<file path="config.mk">
export PLATFORM = sky130hd
export DESIGN_NAME = dflf_lane
export DESIGN_NICKNAME = d
export VERILOG_FILES = /design/src/hw/rtl/dflf_pkg.sv /design/src/hw/rtl/dflf_ram.sv /design/src/hw/rtl/dflf_lane.sv
export SDC_FILE = /design/constraint.sdc
export NUM_CORES = 2
export LEC_CHECK = 0
export ABC_AREA = 1
export CAP_MARGIN = 30
export CORE_MARGIN = 2
export CORE_UTILIZATION = 30
export DETAILED_ROUTE_END_ITERATION = 8
export DONT_BUFFER_PORTS = 1
export PLACE_DENSITY_LB_ADDON = 0.08
export SLEW_MARGIN = 20
export SYNTH_ARGS = -nofsm -noshare
export SYNTH_HDL_FRONTEND = slang
export SYNTH_SLANG_ARGS = --single-unit
</file>
<file path="constraint.sdc">
create_clock -name i_clk -period 17.7 [get_ports i_clk]
set_input_delay 4.425 -clock i_clk [delete_from_list [all_inputs] [get_ports i_clk]]
set_output_delay 4.425 -clock i_clk [all_outputs]
set_load 0.05 [all_outputs]
</file>
<file path="src/hw/rtl/dflf_pkg.sv">
// shared types and constants for the dropout fill block
`default_nettype none
package dflf_pkg;
    localparam int unsigned CHANNELS = 3;
    localparam int unsigned DATA_W = 32;
    localparam logic signed [DATA_W-1:0] SAT_MAX = 32'sh7FFF_FFFF;
    localparam logic signed [DATA_W-1:0] SAT_MIN = 32'sh8000_0000;

    typedef logic signed [DATA_W-1:0] t_sample;
    typedef logic [CHANNELS-1:0] t_mask;

    typedef struct packed {
        t_sample pressure_a;
        t_sample pressure_b;
        t_sample pressure_c;
        t_mask   present_mask;
    } t_in_item;

    typedef struct packed {
        t_sample fixed_a;
        t_sample fixed_b;
        t_sample fixed_c;
        t_mask   replaced_mask;
    } t_out_item;

    typedef enum logic [1:0] {
        ST_IDLE,
        ST_ACCUM,
        ST_FIT,
        ST_OUT
    } t_state;

    // fit phases: numerators, slope divide, intercept divide
    typedef logic [3:0] t_phase;
    localparam t_phase PH_NUM  = 4'd0;
    localparam t_phase PH_LOAD = 4'd1;   // load slope numerator
    localparam t_phase PH_SWAP = 4'd6;   // store slope, load intercept numerator
    localparam t_phase PH_LAST = 4'd11;  // store intercept

    // lane control from the sequencer
    typedef struct packed {
        logic   clear;
        logic   accum;
        logic   update;
        t_phase phase;
    } t_lane_ctrl;

    // saturate a wide signed value to 32 bits
    function automatic t_sample sat32(input logic signed [127:0] v);
        t_sample r;
        if (v > 128'(signed'(SAT_MAX))) begin
            r = SAT_MAX;
        end else if (v < 128'(signed'(SAT_MIN))) begin
            r = SAT_MIN;
        end else begin
            r = v[DATA_W-1:0];
        end
        return r;
    endfunction
endpackage
`default_nettype wire

</file>
<file path="src/hw/rtl/dflf_ram.sv">
// generic simple dual port ram (one write port, one read port) with registered read
`default_nettype none
module dflf_ram #(
    parameter int unsigned WIDTH = 32,
    parameter int unsigned DEPTH = 8
) (
    input  wire                     i_clk,
    input  wire                     i_we,
    input  wire [$clog2(DEPTH)-1:0] i_waddr,
    input  wire [WIDTH-1:0]         i_wdata,
    input  wire [$clog2(DEPTH)-1:0] i_raddr,
    output logic [WIDTH-1:0]        o_rdata
);
    logic [WIDTH-1:0] r_mem [DEPTH];
    always_ff @(posedge i_clk) begin
        if (i_we) begin
            r_mem[i_waddr] <= i_wdata;
        end
        o_rdata <= r_mem[i_raddr];
    end
endmodule
`default_nettype wire

</file>
<file path="src/hw/rtl/dflf_lane.sv">
// one channel: window ram, fit accumulators, solver and fill estimate
`default_nettype none
module dflf_lane #(
    parameter int unsigned WINDOW = 8
) (
    input  wire                 i_clk,
    input  wire                 i_rst_n,
    input  dflf_pkg::t_lane_ctrl i_ctrl,
    input  wire                 i_fit_en,
    input  wire                 i_wr,
    input  wire [$clog2(WINDOW)-1:0] i_waddr,
    input  wire [$clog2(WINDOW)-1:0] i_raddr,
    input  wire [$clog2(WINDOW)-1:0] i_x,
    input  wire                 i_present,
    input  dflf_pkg::t_sample   i_sample,
    output dflf_pkg::t_sample   o_value,
    output logic                o_replaced
);
    import dflf_pkg::*;
    localparam longint N = WINDOW - 1;
    localparam longint SX = N * (N + 1) / 2;
    localparam longint SX2 = N * (N + 1) * (2 * N + 1) / 6;
    localparam longint D = N * SX2 - SX * SX;
    localparam int unsigned ACC_W = 48;
    // divide by reciprocal multiplication, exact for quotients below 2^32
    localparam int unsigned L = $clog2(D);
    localparam int unsigned K = 32 + 2 * L;
    localparam logic [127:0] RECIP = ((128'd1 << K) + 128'(D) - 128'd1) / 128'(D);
    localparam logic [63:0] LIM = 64'(D) << 32;

    logic signed [ACC_W-1:0] r_sy, r_sxy;
    t_sample r_slope, r_icpt;
    t_sample rd;
    logic signed [63:0] est;
    logic signed [63:0] num_s, num_i;
    logic signed [63:0] r_num_s, r_num_i;
    logic signed [63:0] num_sel;
    logic [63:0] mag;
    logic [63:0] r_mag;
    logic r_neg, r_ovf;
    logic [127:0] r_prod;
    logic [1:0] pp_idx;
    logic [31:0] pp_a, pp_b;
    logic [63:0] pp;
    logic [127:0] pp_sh;
    logic [DATA_W-1:0] q;
    t_sample quo;
    logic signed [39:0] prod;

    // fill estimate at x = window-1
    always_comb begin
        est = 64'(r_slope) * 64'(N) + 64'(r_icpt);
        o_replaced = i_present && (i_sample == '0);
        o_value = o_replaced ? sat32(128'(est)) : i_sample;
    end

    dflf_ram #(.WIDTH(DATA_W), .DEPTH(WINDOW)) u_ram (
        .i_clk(i_clk), .i_we(i_wr), .i_waddr(i_waddr), .i_wdata(o_value),
        .i_raddr(i_raddr), .o_rdata(rd)
    );

    assign prod = 40'(signed'(rd)) * signed'(40'({1'b0, i_x}));
    assign num_s = 64'(N) * 64'(r_sxy) - 64'(SX) * 64'(r_sy);
    assign num_i = 64'(r_sy) * 64'(SX2) - 64'(SX) * 64'(r_sxy);

    // magnitude of the numerator about to be divided
    always_comb begin
        num_sel = (i_ctrl.phase == PH_SWAP) ? r_num_i : r_num_s;
        mag = num_sel[63] ? -num_sel : num_sel;
    end

    // one 32x32 partial product of magnitude and reciprocal a cycle
    always_comb begin
        pp_idx = (i_ctrl.phase > PH_SWAP) ? 2'(i_ctrl.phase - PH_SWAP - 4'd1)
                                          : 2'(i_ctrl.phase - PH_LOAD - 4'd1);
        pp_a = pp_idx[0] ? r_mag[63:32] : r_mag[31:0];
        pp_b = pp_idx[1] ? RECIP[63:32] : RECIP[31:0];
        pp = 64'(pp_a) * 64'(pp_b);
        pp_sh = 128'(pp) << {2'({1'b0, pp_idx[0]}) + 2'({1'b0, pp_idx[1]}), 5'd0};
    end

    // signed, saturated quotient truncated toward zero
    always_comb begin
        q = r_prod[K +: DATA_W];
        if (r_ovf || q[DATA_W-1]) begin
            quo = r_neg ? SAT_MIN : SAT_MAX;
        end else if (r_neg) begin
            quo = -q;
        end else begin
            quo = q;
        end
    end

    always_ff @(posedge i_clk) begin
        if (!i_rst_n) begin
            r_slope <= '0;
            r_icpt <= '0;
        end else begin
            if (i_ctrl.clear) begin
                r_sy <= '0;
                r_sxy <= '0;
            end else if (i_ctrl.accum) begin
                r_sy <= r_sy + ACC_W'(signed'(rd));
                r_sxy <= r_sxy + ACC_W'(prod);
            end
            if (i_ctrl.update) begin
                case (i_ctrl.phase)
                    PH_NUM: begin
                        r_num_s <= num_s;
                        r_num_i <= num_i;
                    end
                    PH_LOAD, PH_SWAP: begin
                        if (i_ctrl.phase == PH_SWAP && i_fit_en) begin
                            r_slope <= quo;
                        end
                        r_neg <= num_sel[63];
                        r_ovf <= (mag >= LIM);
                        r_mag <= mag;
                        r_prod <= '0;
                    end
                    PH_LAST: begin
                        if (i_fit_en) begin
                            r_icpt <= quo;
                        end
                    end
                    default: r_prod <= r_prod + pp_sh;
                endcase
            end
        end
    end
endmodule
`default_nettype wire
</file>
# Word-level counts from Yosys, hierarchy flattened
# Memory sizes are Yosys's and may differ from the RTL's. A register that Yosys moved wholly into a read port is not among the register bits.
# Cells that the tools add are included.
dict set report totals {
  mem_count 1
  reg_bits 482
  mem_bits_rw 256
  out_inout_bits 33
  word_cells 70
  in_bits 53
}
dict set report op_classes {
  eq_ne 3
  addsub 13
  n_reduce_logical 14
  multipliers 7
  bitwise_logic 1
  order_cmp 4
  mux 16
  n_shift 1
}
# name depth word_bits read_ports rd_ports_with_merged_regs wr line
set mem_list {}
lappend mem_list {u_ram.r_mem 8 32 1 1 1 dflf_ram.sv:14} ;# logic [WIDTH-1:0] r_mem [DEPTH];
# operator n
set ops {}
lappend ops {{128-bit one-hot mux with 2 select lines} 1}
lappend ops {{32-bit 2-to-1 mux} 7}
lappend ops {{4-bit by 48-bit multiplier with 52-bit output, first input constant} 3}
lappend ops {{128-bit adder} 1}
lappend ops {{64-bit 2-to-1 mux} 2}
lappend ops {{63-bit by 7-bit left shift with 128-bit output} 1}
lappend ops {{48-bit 2-to-1 mux} 2}
lappend ops {{64-bit by 40-bit greater-or-equal comparator with 1-bit output, second input constant} 1}
lappend ops {{64-bit negation} 1}
lappend ops {{32-bit by 31-bit multiplier with 63-bit output} 1}
lappend ops {{57-bit by 54-bit subtractor with 58-bit output} 1}
lappend ops {{48-bit by 7-bit multiplier with 55-bit output, second input constant} 1}
lappend ops {{52-bit by 54-bit subtractor with 55-bit output} 1}
lappend ops {{48-bit by 32-bit adder with 48-bit output} 1}
lappend ops {{48-bit by 36-bit adder with 48-bit output} 1}
lappend ops {{36-bit by 32-bit adder with 37-bit output} 1}
lappend ops {{37-bit by 32-bit > comparator with 1-bit output, second input constant} 1}
lappend ops {{37-bit by 32-bit less-than comparator with 1-bit output, second input constant} 1}
lappend ops {{32-bit by 4-bit multiplier with 36-bit output} 1}
lappend ops {{32-bit by 4-bit multiplier with 36-bit output, second input constant} 1}
lappend ops {{32-bit logical NOT} 1}
lappend ops {{32-bit negation} 1}
lappend ops {{31-bit 2-to-1 mux} 1}
lappend ops {{3-bit AND reduction} 5}
lappend ops {{16 further kinds} 21}

# Depth between registers and ports, before layout
dict set report logic_depth {
  ltp_word 8
  depth_mapped 63
  mapped_depth_nobuf 61
}

# By module
# From an unflattened synthesis, not the netlist that was laid out.
dict set report hier_totals {
  hier_cells 13429
  hier_area_um2 99977.1
}
# module area_per_inst_um2 n_inst cells_each seq_area_each_um2
set modules_own_cells {}
lappend modules_own_cells {dflf_lane 88104.5 1 12273 11881.4}
lappend modules_own_cells {dflf_ram 11872.6 1 1156 8328.0}

# Least setup slack after synthesis
# Ideal clock, no wire load.
dict set report synth_timing {
  path_kind {input port to flip-flop}
  start {input port i_ctrl[0] in the netlist's numbering}
  end {register r_prod[67] (data pin)}
  path_buffers 4
  t_arrival_ns 14.324
  required_time_ns 17.450
  path_slack_ns 3.126
  stages 56
  setup_time_ns 0.250
  path_cell_list {inv_1 > ha_1 > buf_4 > nand3_4 > inv_2 > nor3_4 > or2_1 > nand2_1 > buf_6 > buf_6 > buf_4 > nand2_1 > o21ai_1 > inv_1 > nor2_1 > fa_1 > fa_1 > fa_1 > [... 20 more ...] > nand2_1 > nand2_1 > ha_1 > nand2_1 > nor2_1 > inv_1 > nor2_1 > inv_1 > nor2_1 > inv_1 > nor3_1 > a21oi_1 > o21ai_0 > nand2_1 > nand2_1 > nand2_1 > inv_1 > nor2_1}
}
dict set report synth_between {
  elab_chain_cells 8
  elab_cells_between_ends 19
  cone_classes {6 x add/sub; 1 x mul; 1 x order compare; 3 x eq/ne; 1 x shift; 4 x mux; 3 x reduce/logical}
}
# element line
set synth_lines {}
lappend synth_lines {{start, declared} dflf_lane.sv:8} ;# input dflf_pkg::t_lane_ctrl i_ctrl,
lappend synth_lines {{2-bit by 1-bit subtractor with 2-bit output / 2-bit subtractor (equally long branches)} {dflf_lane.sv:75, dflf_lane.sv:74}}
lappend synth_lines {{2-bit by 1-bit subtractor with 2-bit output, on equally long branches} {dflf_lane.sv:75, dflf_lane.sv:74}}
lappend synth_lines {{2-bit 2-to-1 mux} dflf_lane.sv:74} ;# pp_idx = (i_ctrl.phase > PH_SWAP) ? 2'(i_ctrl.phase - PH_SWAP - 4'd1)
lappend synth_lines {{32-bit 2-to-1 mux / 31-bit 2-to-1 mux (equally long branches)} {dflf_lane.sv:76, dflf_lane.sv:77}}
lappend synth_lines {{32-bit by 31-bit multiplier with 63-bit output} dflf_lane.sv:78} ;# pp = 64'(pp_a) * 64'(pp_b);
lappend synth_lines {{63-bit by 7-bit left shift with 128-bit output} dflf_lane.sv:79} ;# pp_sh = 128'(pp) << {2'({1'b0, pp_idx[0]}) + 2'({1'b0, pp_idx[1]}), 5'd0};
lappend synth_lines {{128-bit adder} dflf_lane.sv:126} ;# default: r_prod <= r_prod + pp_sh;
lappend synth_lines {{128-bit one-hot mux with 2 select lines (*)} dflf_lane.sv:107} ;# case (i_ctrl.phase)
lappend synth_lines {{end signal, assigned} dflf_lane.sv:126}
lappend synth_lines {{end, declared} dflf_lane.sv:41} ;# logic [127:0] r_prod;
# Every way passes the cells marked *; elsewhere a longest branch is shown, timed or not.
# A chain may end at the register's enable or synchronous reset.

# Final worst setup path
dict set report layout_timing {
  start {input port i_ctrl[0] in the netlist's numbering}
  end {register r_prod[76] (data pin)}
}
# Same word-level chain as after synthesis.

==> impl_metrics.json <==
{
  "status": "complete, no violations",
  "grt_first_pass_wirelength_mm": 606,
  "post-route-min-period_ns": 16.19,
  "num_vias": 85600,
  "wl_per_cell_um": 23.7,
  "cts_sinks": 705,
  "synth.distinct_cells": 64,
  "drv_cap": 0,
  "die_width_um": 577,
  "crit_path_max_fanout": 20,
  "crit_family": "adder cells",
  "final_common_cell": "inv_1",
  "grt_max_degree": 130,
  "seq_area_frac_synth": 0.205,
  "endpoint_kind": "register",
  "clkSlewWorstSetupHoldPaths_ns": 0.06,
  "critPathKind": "primary input to register",
  "crit_buf_inv": 11,
  "ctsResizeCount": 0,
  "rows": 210,
  "synth-main-ff-cell": "edfxtp_1",
  "holdPathStages": 2,
  "fmax_ghz": 0.0618,
  "antenna_found_initial": 8,
  "cts_tree": "yes",
  "die_height_um": 577,
  "regArea_sq_mm": 0.0202,
  "dp_hpwl_mm": 358,
  "fp.coreArea_sq_mm": 0.327,
  "r2r-end": "r_prod[76]$_SDFFCE_PP0P_",
  "vias_per_cell": 4.89,
  "grt.overflow.total": 0,
  "finalClockSkew_ns": 0.136,
  "cp.arrival_ns": 16.79,
  "setup_viol": 0,
  "grt_usage": 0.247,
  "netlist_area_sq_mm": 0.0984,
  "cts_buffers": 100,
  "drc": 0,
  "syn2layout_area_growth_pct": 9.49,
  "cts-root-buf": "clkbuf_16",
  "holdCritStartpoint": "r_icpt[0]$_SDFFE_PN0P_",
  "synth_edf_count": 609,
  "cts_setup_buffers": 0,
  "tightest_slew_ns": 1.16,
  "synth_seq_cells": 705,
  "avgSynthCellArea_sq_um": 7.56,
  "clock_path_buffers": 4,
  "drt_pass1_iterations": 6,
  "drive_above_1_share": 0.0426,
  "min_to": "r_icpt[0]$_SDFFE_PN0P_",
  "gp_congestion": 0.976,
  "ctsHoldBuffers": 0,
  "slew-limit-headroom": 0.221,
  "drv_slew": 0,
  "ant_nets": 0,
  "hold_class": "register to register",
  "ys_async_sr_fraction": 0,
  "synth_cells": 13000,
  "multiInputGateArea_sq_mm": 0.0661,
  "start_util": 0.301,
  "reg2reg_slack_ns": 6.11,
  "wl_mm": 414,
  "period_share": 0.914,
  "yosys_warnings": 0,
  "first_global_vias": 88100,
  "die-area_sq_mm": 0.333,
  "crit_path_start_kind": "primary input",
  "drtIter0Drc": 6108,
  "hold_viol": 0,
  "boundaryPins": 86,
  "final_cell_mix": "inv_1, nand2_1, nor2_1, ha_1, a21oi_1",
  "layout.nets": 15100,
  "r2r_start": "r_mag[14]$_DFFE_PP_",
  "rsz0062_at_grt": "false",
  "clk_latency_ns": 0.89,
  "cts.htree.levels": 3,
  "required_ns": 18.30,
  "fillCellCount": 35500,
  "crit_slowest_cell": "fa_1",
  "cp_slowest_stage_delay_ns": 0.69,
  "port_buffers": 0,
  "reg2regPathDepth": 39,
  "fin_tns_setup_ns": 0
}
==> cell families (layout without fill, tap and decap cells) <==
logic type | after synthesis | after routing | share of synthesized area
other cells | 1 | 13 | 0.0000381
fa+ha+maj | 2022 | 2022 | 0.321
buf+inv | 3255 | 3378 | 0.126
compound gates | 2365 | 2365 | 0.133
flops | 705 | 705 | 0.205
simple gates | 4232 | 4232 | 0.176
xor+xnor | 434 | 434 | 0.0386
==> worst min-delay path, cell delays in order, from the launching register on <==
cell,delay [ns]
dfxtp_1,0.33
o21ai_0,0.08
nor2_1,0.09
==> layout make-up <==
type                       count  share of cell area
clock inverter                60             0.00531
sequential                   705               0.188
multi-input combinational   9062               0.614
antenna                        4           0.0000929
inverter                    3045               0.106
tap                         4346              0.0505
clock buffer                 122              0.0245
timing repair buffer         151              0.0123
==> state kept, by name, indices dropped and copies added, names as in the netlist <==
name,cells
r_prod,80
r_num_i,56
r_icpt,32
r_neg,1
r_num_s,55
r_ovf,1
u_ram.o_rdata,32
r_mag,64
r_slope,32
r_sy,48
u_ram.r_mem,256
r_sxy,48
==> worst max path at each step <==
stage	end	from	cells past startpoint
after detailed placement	r_prod[76]$_SDFFCE_PP0P_	i_ctrl[0]	46
after global placement	r_prod[76]$_SDFFCE_PP0P_	i_ctrl[0]	46
after floorplan	r_prod[67]$_SDFFCE_PP0P_	i_ctrl[0]	56
after global routing	r_prod[76]$_SDFFCE_PP0P_	i_ctrl[0]	46
final	r_prod[76]$_SDFFCE_PP0P_	i_ctrl[0]	46
after CTS	r_prod[76]$_SDFFCE_PP0P_	i_ctrl[0]	46
==> per-layer routing <==
| metal | GRT usage | vias up | wire (um) |
|---|---|---|---|
| met5 | 0 | - | 0 |
| met4 | 0.0695 | 0 | 13100 |
| met3 | 0.0163 | 349 | 12500 |
| met1 | 0.334 | 42000 | 191000 |
| li1 | - | 41600 | - |
| met2 | 0.424 | 1642 | 198000 |
==> synthesized netlist by cell type (all sizes together), types with 156 or more instances <==
library cell | n | area [sq um]
a21oi | 979 | 4910
xor2 | 273 | 2390
edfxtp | 609 | 18300
ha | 1180 | 14800
xnor2 | 161 | 1410
inv | 3041 | 11400
nand2 | 1965 | 7390
nor2 | 1556 | 6040
fa | 842 | 16900
clkbuf | 156 | 587
o21ai | 869 | 4440
nand3 | 346 | 1750
==> per-stage QoR <==
stage	instance area, sq um	hold WS, ns	std cells	setup WS [ns]	utilization
after global routing	108000	0.599	17500	1.09	0.330
after floorplan	98500	0.482	13000	3.13	-
final	108000	0.535	17500	1.51	0.330
after detailed placement	104000	0.515	17300	0.921	0.319
after global placement	104000	0.519	17300	0.814	0.318
after CTS	108000	0.540	17500	1.74	0.329
Power is not shown: default switching activity piles up to over one toggle a cycle in this logic, so the estimate is an artifact.
